**config.mk**
```make
export PLATFORM = sky130hd
export DESIGN_NAME = mbic_mac
export DESIGN_NICKNAME = d
export VERILOG_FILES = /design/src/hw/rtl/mbic_pkg.sv /design/src/hw/rtl/mbic_mac.sv
export SDC_FILE = /design/constraint.sdc
export NUM_CORES = 1
export LEC_CHECK = 0
export BUFFER_PORTS_ARGS = -buffer_cell sky130_fd_sc_hd__buf_2
export CORE_UTILIZATION = 40
export DETAILED_ROUTE_END_ITERATION = 7
export PLACE_DENSITY = 0.57
export SKIP_CTS_REPAIR_TIMING = 1
export SYNTH_ARGS = -nofsm -noshare
export SYNTH_HDL_FRONTEND = slang
export SYNTH_SLANG_ARGS = --single-unit
export TNS_END_PERCENT = 1
```
**constraint.sdc**
```tcl
create_clock -name clk -period 3.8 [get_ports clk]
set_input_delay 0.57 -clock clk [delete_from_list [all_inputs] [get_ports clk]]
set_output_delay 0.57 -clock clk [all_outputs]
set_load 0.1 [all_outputs]
```
**src/hw/rtl/mbic_pkg.sv**
```systemverilog
// Shared constants, codes and types for the multiband image correlation block.
`timescale 1ns / 1ps

package mbic_pkg;

    localparam int MAX_WIDTH   = 64;
    localparam int MAX_HEIGHT  = 64;
    localparam int MAX_BANDS   = 3;
    localparam int MAX_TAPS    = 9;

    localparam int PLANE_SIZE  = MAX_WIDTH * MAX_HEIGHT;
    localparam int STORE_DEPTH = PLANE_SIZE * MAX_BANDS;
    localparam int STORE_AW    = 14;
    localparam int WEIGHT_N    = MAX_TAPS * MAX_BANDS;
    localparam int WIDX_W      = 5;
    localparam int PROD_W      = 25;
    localparam int ACC_W       = 30;

    typedef enum logic [1:0] {
        FUNC_LOAD_TAP    = 2'd0,
        FUNC_LOAD_SAMPLE = 2'd1,
        FUNC_COMPUTE     = 2'd2,
        FUNC_NONE        = 2'd3
    } func_t;

    typedef enum logic [1:0] {
        CFG_IMAGE_WIDTH  = 2'd0,
        CFG_IMAGE_HEIGHT = 2'd1,
        CFG_BAND_COUNT   = 2'd2,
        CFG_TAP_COUNT    = 2'd3
    } cfg_index_t;

    typedef enum logic [1:0] {
        ST_IDLE,
        ST_RUN,
        ST_DRAIN,
        ST_FINISH
    } state_t;

    // control from the sequencer to the multiply-accumulate unit
    typedef struct packed {
        logic clear;
        logic valid;
    } mac_ctl_t;

endpackage

```
**src/hw/rtl/mbic_mac.sv**
```systemverilog
// Shared multiply-accumulate unit: registered product, then signed accumulate.
`timescale 1ns / 1ps

module mbic_mac (
    input  logic                           clk,
    input  logic                           rst_n,
    input  mbic_pkg::mac_ctl_t             ctl,
    input  logic [7:0]                     sample,
    input  logic [15:0]                    weight,
    output logic signed [mbic_pkg::ACC_W-1:0] acc
);
    import mbic_pkg::*;

    logic                     prod_valid_reg;
    logic signed [PROD_W-1:0] prod_reg;
    logic signed [PROD_W-1:0] prod_next;
    logic signed [ACC_W-1:0]  acc_reg;

    assign prod_next = $signed({1'b0, sample}) * $signed(weight);

    always_ff @(posedge clk)
    begin
        prod_reg <= prod_next;
    end

    always_ff @(posedge clk or negedge rst_n)
    begin
        if (!rst_n)
        begin
            prod_valid_reg <= 1'b0;
            acc_reg        <= '0;
        end
        else if (ctl.clear)
        begin
            prod_valid_reg <= 1'b0;
            acc_reg        <= '0;
        end
        else
        begin
            prod_valid_reg <= ctl.valid;
            if (prod_valid_reg)
            begin
                acc_reg <= acc_reg + ACC_W'(prod_reg);
            end
        end
    end

    assign acc = acc_reg;

endmodule
```
==> summary.md, run 1 <==
| Metric | Value |
|---|---|
| Boundary pin count | `58` |
| Row cnt | `50` |
| Distinct cells, synth | `66` |
| Antenna violations before repair | `0` |
| Final WL | `16200 um` |
| Syn Nets | `1092` |
| I/O Buffers | `57` |
| Remaining DRCs | `0` |
| Net Sw Power | `3.75 mW` |
| Area leader, netlist | `fa_1` |
| Final WS setup | `-0.524 ns` |
| R2r startpoint | `acc[0]$_DFFE_PN0P_` |
| First-pass GRT wire length | `28600 um` |
| CP delay by family, top | `adder cells` |
| DRT Pass-1 Iters | `5` |
| Hpwl dp | `14100 um` |
| Clk_lat worst skew | `0.30 ns` |
| Seq cells post-synth | `56` |
| Worst setup SP type | `input port` |
| Syn-to-layout area delta | `23.1%` |
| CTS tree | `done` |
| VDD IR max | `309 uV` |
| Total of max-cap violations | `0` |
| Top cells by area, synth | `fa_1, ha_1, dfrtp_1` |
| Max Clock Skew | `0.00395 ns` |
| Leakage Power | `5.01 nW` |
| Comb power frac | `0.804` |
| Post-synth EDFFs | `0` |
| TritonCTS Buffers | `5` |
| Starting density of the core | `0.415` |
| Ys flop type | `dfrtp_1` |
| Crit-path cells | `clkbuf_4, nand2_1, fa_1, inv_1, fa_1, inv_1, fa_1, fa_1, inv_1, ha_4, nor2_2, nor2_2, a2111oi_4, nor2_1, and2_4, o21a_1, nor2_2, o41ai_2, xor2_1` |
| CP Buf/Inv Count | `4` |
| Worst hold-check path type | `input port to asynchronous set/reset pin` |
| Post-Syn Area | `0.00786 mm^2` |
| Async set or reset register ratio after synthesis | `0.554` |
| Ant diodes | `0` |
| Routability cong. | `0.870` |
| Most frequent cell after synthesis | `inv_1` |
| Max clock buf depth | `2` |
| Sequential share of the synthesized area | `0.162` |
| Total power | `7.69 mW` |
| Crit path max fanout | `6` |
| Status | `finished, violations left` |
| DIE AREA | `0.0202 mm^2` |
| Synth top area share | `0.262` |
| Via Count | `5955` |
| Final setup violation count | `14` |
| Worst-Margin Slew | `0.701 ns` |
| Failing checks | `setup timing` |
| Max-slew violations | `0` |
| Final antenna-violating net count | `0` |
| Grt ovf | `0` |
| Detailed-route wire length per cell | `12.8 um` |
| Commonest cells post-synth | `inv_1, fa_1, ha_1, nand2_1, and2_1` |
| Seq pwr share | `0.126` |
| Req. time, crit path | `3.98 ns` |
| Detailed router's first-iteration violation count | `180` |
| Die H | `142 um` |
| Syn avg cell area | `8.91 um^2` |
| Cell mode on critical path | `fa_1` |
| Largest stage delay, worst path | `0.49 ns` |
| H-Tree Depth | `2` |
| Slowest cell on crit path | `fa_1` |
| CTS Root Cell | `clkbuf_16` |
| Vias in the first global route | `6058` |
| Layout fillers | `1832` |
| Post-Layout Inst Area | `0.00968 mm^2` |
| Int Power | `3.94 mW` |
| Unrepaired setup endpoints after global routing | `true` |
| Layout cell share with drive strength beyond 1 | `0.239` |
| CTS sink cnt | `56` |
| Fmax | `231 MHz` |
| Max reg flops | `30` |
| Largest net degree at the start of global routing | `34` |
| Arrival time worst endpoint | `4.50 ns` |
| Worst R2R Setup Slack | `0.85 ns` |
| GRT Util Overall | `0.173` |
| Worst Setup End Kind | `flop` |
| Die Wd | `142 um` |
| Critical path type | `input port to flop` |
| Routed vias/inst | `4.69` |
| Nets | `1220` |
| Crit path time final | `4.32 ns` |
| Clock Pin Slew Worst Setup and Hold Paths | `0.07 ns` |
| Clk pwr share | `0.069` |
| Slew headroom | `0.532` |
| Post-place instance area | `0.00918 mm^2` |
| Worst Setup SP | `weight[7]` |
| Worst slack at placement | `-1.07 ns` |
| Synth Instances | `882` |
| Yosys warning total | `0` |
| Switching share of power | `0.487` |
| Cell Pwr Density | `795 mW/mm^2` |
| Hold Fails Final Rpt | `0` |
| Core area | `0.0190 mm^2` |
| Final worst path period share | `1.14` |
## power groups by stage
stage	Clock, mW	Sequential [mW]	Combinational (mW)
floorplan	0	1.49	3.86
global placement	0	0.985	5.88
detailed placement	0	0.986	5.91
CTS	0.551	0.974	5.95
global route	0.572	0.998	6.92
finish	0.533	0.972	6.18
## stage by stage
stage / util / hold WS (ns) / setup TNS, ns / instances
2_1_floorplan: - / 0.274 / -7.05 / 882
3_3_place_gp: 0.484 / 0.519 / -13.07 / 1262
3_5_place_dp: 0.484 / 0.515 / -13.70 / 1262
4_1_cts: 0.493 / 0.337 / -8.47 / 1270
5_1_grt: 0.510 / 0.380 / -7.31 / 1271
6_report: 0.510 / 0.312 / -4.70 / 1271
## cells by family (layout without fill, tap and decap cells)
family | Yosys count | count (layout) | share of synthesized area
DFF | 56 | 56 | 0.162
buffers and inverters | 181 | 310 | 0.0904
adders and majority gates | 182 | 182 | 0.388
xor gates and xnor gates | 47 | 47 | 0.0524
muxes | 18 | 18 | 0.0231
and+or+nand+nor | 253 | 253 | 0.160
AOI/OAI and AO/OA | 145 | 145 | 0.124
## cells in the final DEF, fill, tap and decap left out, types with 31 or more instances in the layout
cell type  netlist  routed
nand2_1         79      62
fa_1           103      96
nor2_1          57      53
ha_1            79      67
and2_1          74      69
buf_4            1      88
dfrtp_1         31      31
a21oi_1         49      37
inv_1          156     148
buf_2            0      39
## worst paths after layout
| check | end | depth (start not counted) |
|---|---|---|
| hold / removal | acc[6]$_DFFE_PN0P_ | 1 |
| hold reg to reg | acc[25]$_DFFE_PN0P_ | 1 |
| setup / recovery | prod_reg[21]$_DFF_P_ | 19 |
| setup reg to reg | acc[28]$_DFFE_PN0P_ | 11 |
| min in group clk | prod_valid_reg$_DFF_PN0_ | 2 |
| max in group asynchronous | acc[20]$_DFFE_PN0P_ | 1 |
## layout make-up
cell class,count,area [um^2],share of cell area
clock inverters,3,47.5,0.00491
multi-input cells,645,6200,0.641
clock buffers,5,125,0.0129
repair buffers,145,1110,0.115
well taps,260,325,0.0336
inverters,157,589,0.0609
flip-flops and latches,56,1280,0.132
## metal layers
| layer | share of wire | track usage |
|---|---|---|
| met4 | 0.0082 | 0.0306 |
| met1 | 0.53 | 0.248 |
| met2 | 0.44 | 0.282 |
| met3 | 0.028 | 0.0188 |
| met5 | 0 | 0 |
(Power assumes the default switching activity.)
==> inputs of run 2 (changes only) <==
- CORE_ASPECT_RATIO: not set -> 0.6
==> summary.md, run 2 (synthesis results as in run 1) <==
| Metric | Value |
|---|---|
| Max-slew violations | `0` |
| Worst-Margin Slew | `0.779 ns` |
| Final Util | `0.503` |
| Die H | `111 um` |
| Failing checks | `setup timing` |
| Slowest cell on crit path | `fa_1` |
| Boundary pin count | `58` |
| Hold Fails Final Rpt | `0` |
| Area of the multi-input gates | `0.00614 mm^2` |
| Final WS setup | `-0.532 ns` |
| Slew headroom | `0.480` |
| Leakage Power | `5.02 nW` |
| Worst Setup End Kind | `flop` |
| Max clock buf depth | `2` |
| Largest net degree at the start of global routing | `34` |
| Final worst path period share | `1.14` |
| Antenna violations before repair | `0` |
| Core area | `0.0191 mm^2` |
| CTS Root Cell | `clkbuf_16` |
| Clk_lat worst skew | `0.30 ns` |
| Req. time, crit path | `3.97 ns` |
| Vias in the first global route | `6487` |
| GRT Util Overall | `0.190` |
| Starting density of the core | `0.411` |
| Most frequent cells in the layout | `inv_1, fa_1, buf_4` |
| Final WL | `17400 um` |
| CP delay by family, top | `adder cells` |
| CTS sink cnt | `56` |
| Post-place instance area | `0.00923 mm^2` |
| Detailed-route wire length per cell | `13.6 um` |
| DRT Pass-1 Iters | `4` |
| Crit path time final | `4.33 ns` |
| Nets | `1227` |
| TritonCTS Buffers | `5` |
| H-Tree Depth | `2` |
| Unrepaired setup endpoints after global routing | `true` |
| Max reg flops | `30` |
| Worst hold-check path type | `input port to asynchronous set/reset pin` |
| Layout cell share with drive strength beyond 1 | `0.231` |
| Ant diodes | `0` |
| Hpwl dp | `14600 um` |
| Max Clock Skew | `0.00847 ns` |
| Clock Pin Slew Worst Setup and Hold Paths | `0.07 ns` |
| First-pass GRT wire length | `31600 um` |
| Post-Layout Inst Area | `0.00963 mm^2` |
| I/O Buffers | `57` |
| Fmax | `231 MHz` |
| Arrival time worst endpoint | `4.50 ns` |
| Crit path max fanout | `12` |
| Largest stage delay, worst path | `0.52 ns` |
| Final antenna-violating net count | `0` |
| Total of max-cap violations | `0` |
| Routability cong. | `0.864` |
| Final setup violation count | `14` |
| Setup TNS | `-4.81 ns` |
| Cell Pwr Density | `796 mW/mm^2` |
| Status | `finished, violations left` |
| Register area | `0.00128 mm^2` |
| Row cnt | `39` |
| Remaining DRCs | `0` |
| Die Wd | `183 um` |
| DIE AREA | `0.0202 mm^2` |
| Cell mode on critical path | `fa_1` |
| Worst setup SP type | `input port` |
| CP Buf/Inv Count | `4` |
| Crit-path cells | `buf_12, nand2_2, fa_1, inv_1, fa_1, inv_1, fa_1, fa_1, inv_1, ha_4, nor2_4, nor2_2, a2111oi_4, nor2_2, and2_4, o21a_1, nor2_2, o41ai_2, xor2_1` |
| CTS tree | `done` |
| Grt ovf | `0` |
| Syn-to-layout area delta | `22.5%` |
| VDD IR max | `342 uV` |
| Layout fillers | `1872` |
| Critical path type | `input port to flop` |
| Routed vias/inst | `4.82` |
| Detailed router's first-iteration violation count | `270` |
| Most common cell after layout, fill and taps aside | `inv_1` |
| Via Count | `6188` |
## run 2: cell count changes in the layout (fill, tap and decap cells not counted), moves of 2 or more
cell / change
clkbuf_4: +3
ha_4: -3
inv_2: -4
o21ai_0: -3
buf_4: +7
o21ai_1: +3
and2_4: -2
buf_6: -3
ha_1: +3
inv_1: +4
and2_1: +2
nand2_1: +5
nand2_2: -4
## run 2: final timing paths
kind,from,endpoint,slack [ns],cells after the start
max in group asynchronous,rst_n,acc[22]$_DFFE_PN0P_,2.95,1
hold / removal,rst_n,acc[5]$_DFFE_PN0P_,0.35,1
setup reg to reg,acc[0]$_DFFE_PN0P_,acc[28]$_DFFE_PN0P_,0.76,11
hold reg to reg,acc[25]$_DFFE_PN0P_,acc[25]$_DFFE_PN0P_,0.53,1
setup / recovery,sample[2],prod_reg[21]$_DFF_P_,-0.53,19
min in group clk,ctl[0],prod_valid_reg$_DFF_PN0_,0.49,2
## run 2: power by group
part	leakage (nW)	internal [mW]	switching, mW
combinational	4.32	2.77	3.46
sequential	0.629	0.840	0.135
clock	0.0703	0.246	0.222
## run 2: final cells by class
class	count	area share
Sequential cell	56	0.133
Multi-Input combinational cell	645	0.638
Timing Repair Buffer	152	0.118
Clock buffer	5	0.0130
Clock inverter	3	0.00234
Tap cell	266	0.0346
Inverter	157	0.0612
## run 2: per-stage QoR
stage / hold WS, ns / power (mW) / instances / setup slack [ns]
final: 0.349 / 7.67 / 1284 / -0.532
after global routing: 0.408 / 8.51 / 1284 / -0.725
after CTS: 0.363 / 7.48 / 1282 / -0.805
after detailed placement: 0.514 / 6.98 / 1274 / -1.11
after global placement: 0.506 / 6.91 / 1274 / -1.05
after floorplan: 0.274 / 5.35 / 882 / -0.677
## run 2: per-layer routing
layer,part of all wire,track usage,wire length [um]
met4,0.0018,0.0144,31
met2,0.41,0.284,7180
met5,0,0,0
met3,0.032,0.0237,554
met1,0.55,0.300,9640
==> inputs of run 3 (changes only) <==
- GPL_TIMING_DRIVEN: not set -> 0
==> summary.md, run 3 (synthesis results as in run 1) <==
| Metric | Value |
|---|---|
| Layout cell share with drive strength beyond 1 | `0.195` |
| Fmax | `219 MHz` |
| Req. time, crit path | `3.98 ns` |
| Top Layer Used | `met4` |
| Worst Reg2Reg Path Length in Cells | `11` |
| Hold Fails Final Rpt | `0` |
| Worst setup SP type | `input port` |
| Post-place instance area | `0.00875 mm^2` |
| Syn-to-layout area delta | `20.4%` |
| Hold_ws | `0.338 ns` |
| Worst R2R Setup Slack | `0.74 ns` |
| Routed wl met3 | `1100 um` |
| Row cnt | `39` |
| Grt ovf | `0` |
| Final Util | `0.495` |
| Final WL | `18500 um` |
| Starting density of the core | `0.411` |
| Crit path time final | `4.57 ns` |
| Routed vias/inst | `4.94` |
| Boundary pin count | `58` |
| Worst Setup End Kind | `flop` |
| Critical path type | `input port to flop` |
| Worst slack at placement | `-1.41 ns` |
| Worst Setup SP | `sample[2]` |
| Status | `finished, violations left` |
| CTS sink cnt | `56` |
| Post-Place Cells | `1204` |
| Slew headroom | `0.472` |
| Max clock buf depth | `2` |
| Total of max-cap violations | `0` |
| TritonCTS Buffers | `5` |
| Largest net degree at the start of global routing | `32` |
| First-pass GRT wire length | `31400 um` |
| R2r startpoint | `acc[0]$_DFFE_PN0P_` |
| Routability cong. | `0.837` |
| Failing checks | `setup timing` |
| Crit path max fanout | `8` |
| Worst-Margin Slew | `0.791 ns` |
| Max reg flops | `30` |
| Hpwl dp | `15100 um` |
| Post-Layout Inst Area | `0.00946 mm^2` |
| Final WS setup | `-0.768 ns` |
| I/O Buffers | `56` |
| H-Tree Depth | `2` |
| VDD IR max | `363 uV` |
| Detailed-route wire length per cell | `14.9 um` |
| Via Count | `6119` |
| Unrepaired setup endpoints after global routing | `true` |
| DRT Pass-1 Iters | `6` |
| Post-layout instance count excluding filler cells | `1238` |
| Antenna violations before repair | `0` |
| DIE AREA | `0.0202 mm^2` |
| Met2 WL | `7410 um` |
| Final antenna-violating net count | `0` |
| Worst hold-check path type | `input port to asynchronous set/reset pin` |
| Layout fillers | `1903` |
| Setup TNS | `-6.88 ns` |
| Die Wd | `183 um` |
| Detailed router's first-iteration violation count | `338` |
| Nets | `1181` |
| GRT Util Overall | `0.193` |
| Max-slew violations | `0` |
| CTS tree | `done` |
| Core area | `0.0191 mm^2` |
| Die H | `111 um` |
| Total power | `7.33 mW` |
| Remaining DRCs | `0` |
| CTS Root Cell | `clkbuf_16` |
| Most frequent cells in the layout | `inv_1, fa_1, and2_1` |
| Clock Pin Slew Worst Setup and Hold Paths | `0.08 ns` |
| Final worst path period share | `1.20` |
| Metal-1 WL | `9900 um` |
| Clk_lat worst skew | `0.31 ns` |
| Leakage Power | `4.85 nW` |
| Arrival time worst endpoint | `4.75 ns` |
| Max Clock Skew | `0.0100 ns` |
| Vias in the first global route | `6205` |
| Most common cell after layout, fill and taps aside | `inv_1` |
| Ant diodes | `0` |
| Reg2reg end | `acc[28]$_DFFE_PN0P_` |
| Final setup violation count | `15` |
| Cell Pwr Density | `775 mW/mm^2` |
[run 3: worst max path at each step]
stage / slack, ns / to / depth (start not counted)
after floorplan: -0.68 / prod_reg[24]$_DFF_P_ / 20
after global placement: -1.38 / prod_reg[24]$_DFF_P_ / 20
after detailed placement: -1.41 / prod_reg[24]$_DFF_P_ / 20
after CTS: -1.10 / prod_reg[24]$_DFF_P_ / 20
after global routing: -0.91 / prod_reg[21]$_DFF_P_ / 20
final: -0.77 / prod_reg[21]$_DFF_P_ / 20
[run 3: power by group]
group          internal (mW)  leakage [nW]  switching (mW)
sequential             0.840         0.629           0.133
combinational           2.43          4.15            3.45
clock                  0.250        0.0744           0.233
total                   3.52          4.85            3.81
[run 3: layout make-up]
| type | instances | area, um^2 | share of cell area |
|---|---|---|---|
| tap | 266 | 333 | 0.0352 |
| timing repair buffer | 85 | 654 | 0.0692 |
| clock buffer | 5 | 125 | 0.0132 |
| inverter | 157 | 589 | 0.0623 |
| multi-input combinational | 645 | 6230 | 0.658 |
| clock inverter | 3 | 26.3 | 0.00278 |
| buffer | 21 | 228 | 0.0241 |
| sequential | 56 | 1280 | 0.135 |
[run 3: per-layer routing]
layer  track usage  vias to the layer above
met3        0.0425                       10
met5             0                        -
met2         0.282                       87
met1         0.300                     3015
li1              -                     3007
met4        0.0144                        0
[run 3: critical path: stages]
cell       delay [ns]
buf_12           0.11
clkbuf_16        0.16
nand2_4          0.05
fa_1             0.47
inv_1            0.05
fa_1             0.49
inv_1            0.05
fa_1             0.45
fa_1             0.53
inv_2            0.05
ha_4             0.23
nor2_4           0.12
nor2_4           0.05
a2111oi_4        0.43
nor2_1           0.11
and2_1           0.18
o21a_1           0.21
nor2_4           0.15
o41ai_4          0.11
xor2_1           0.17
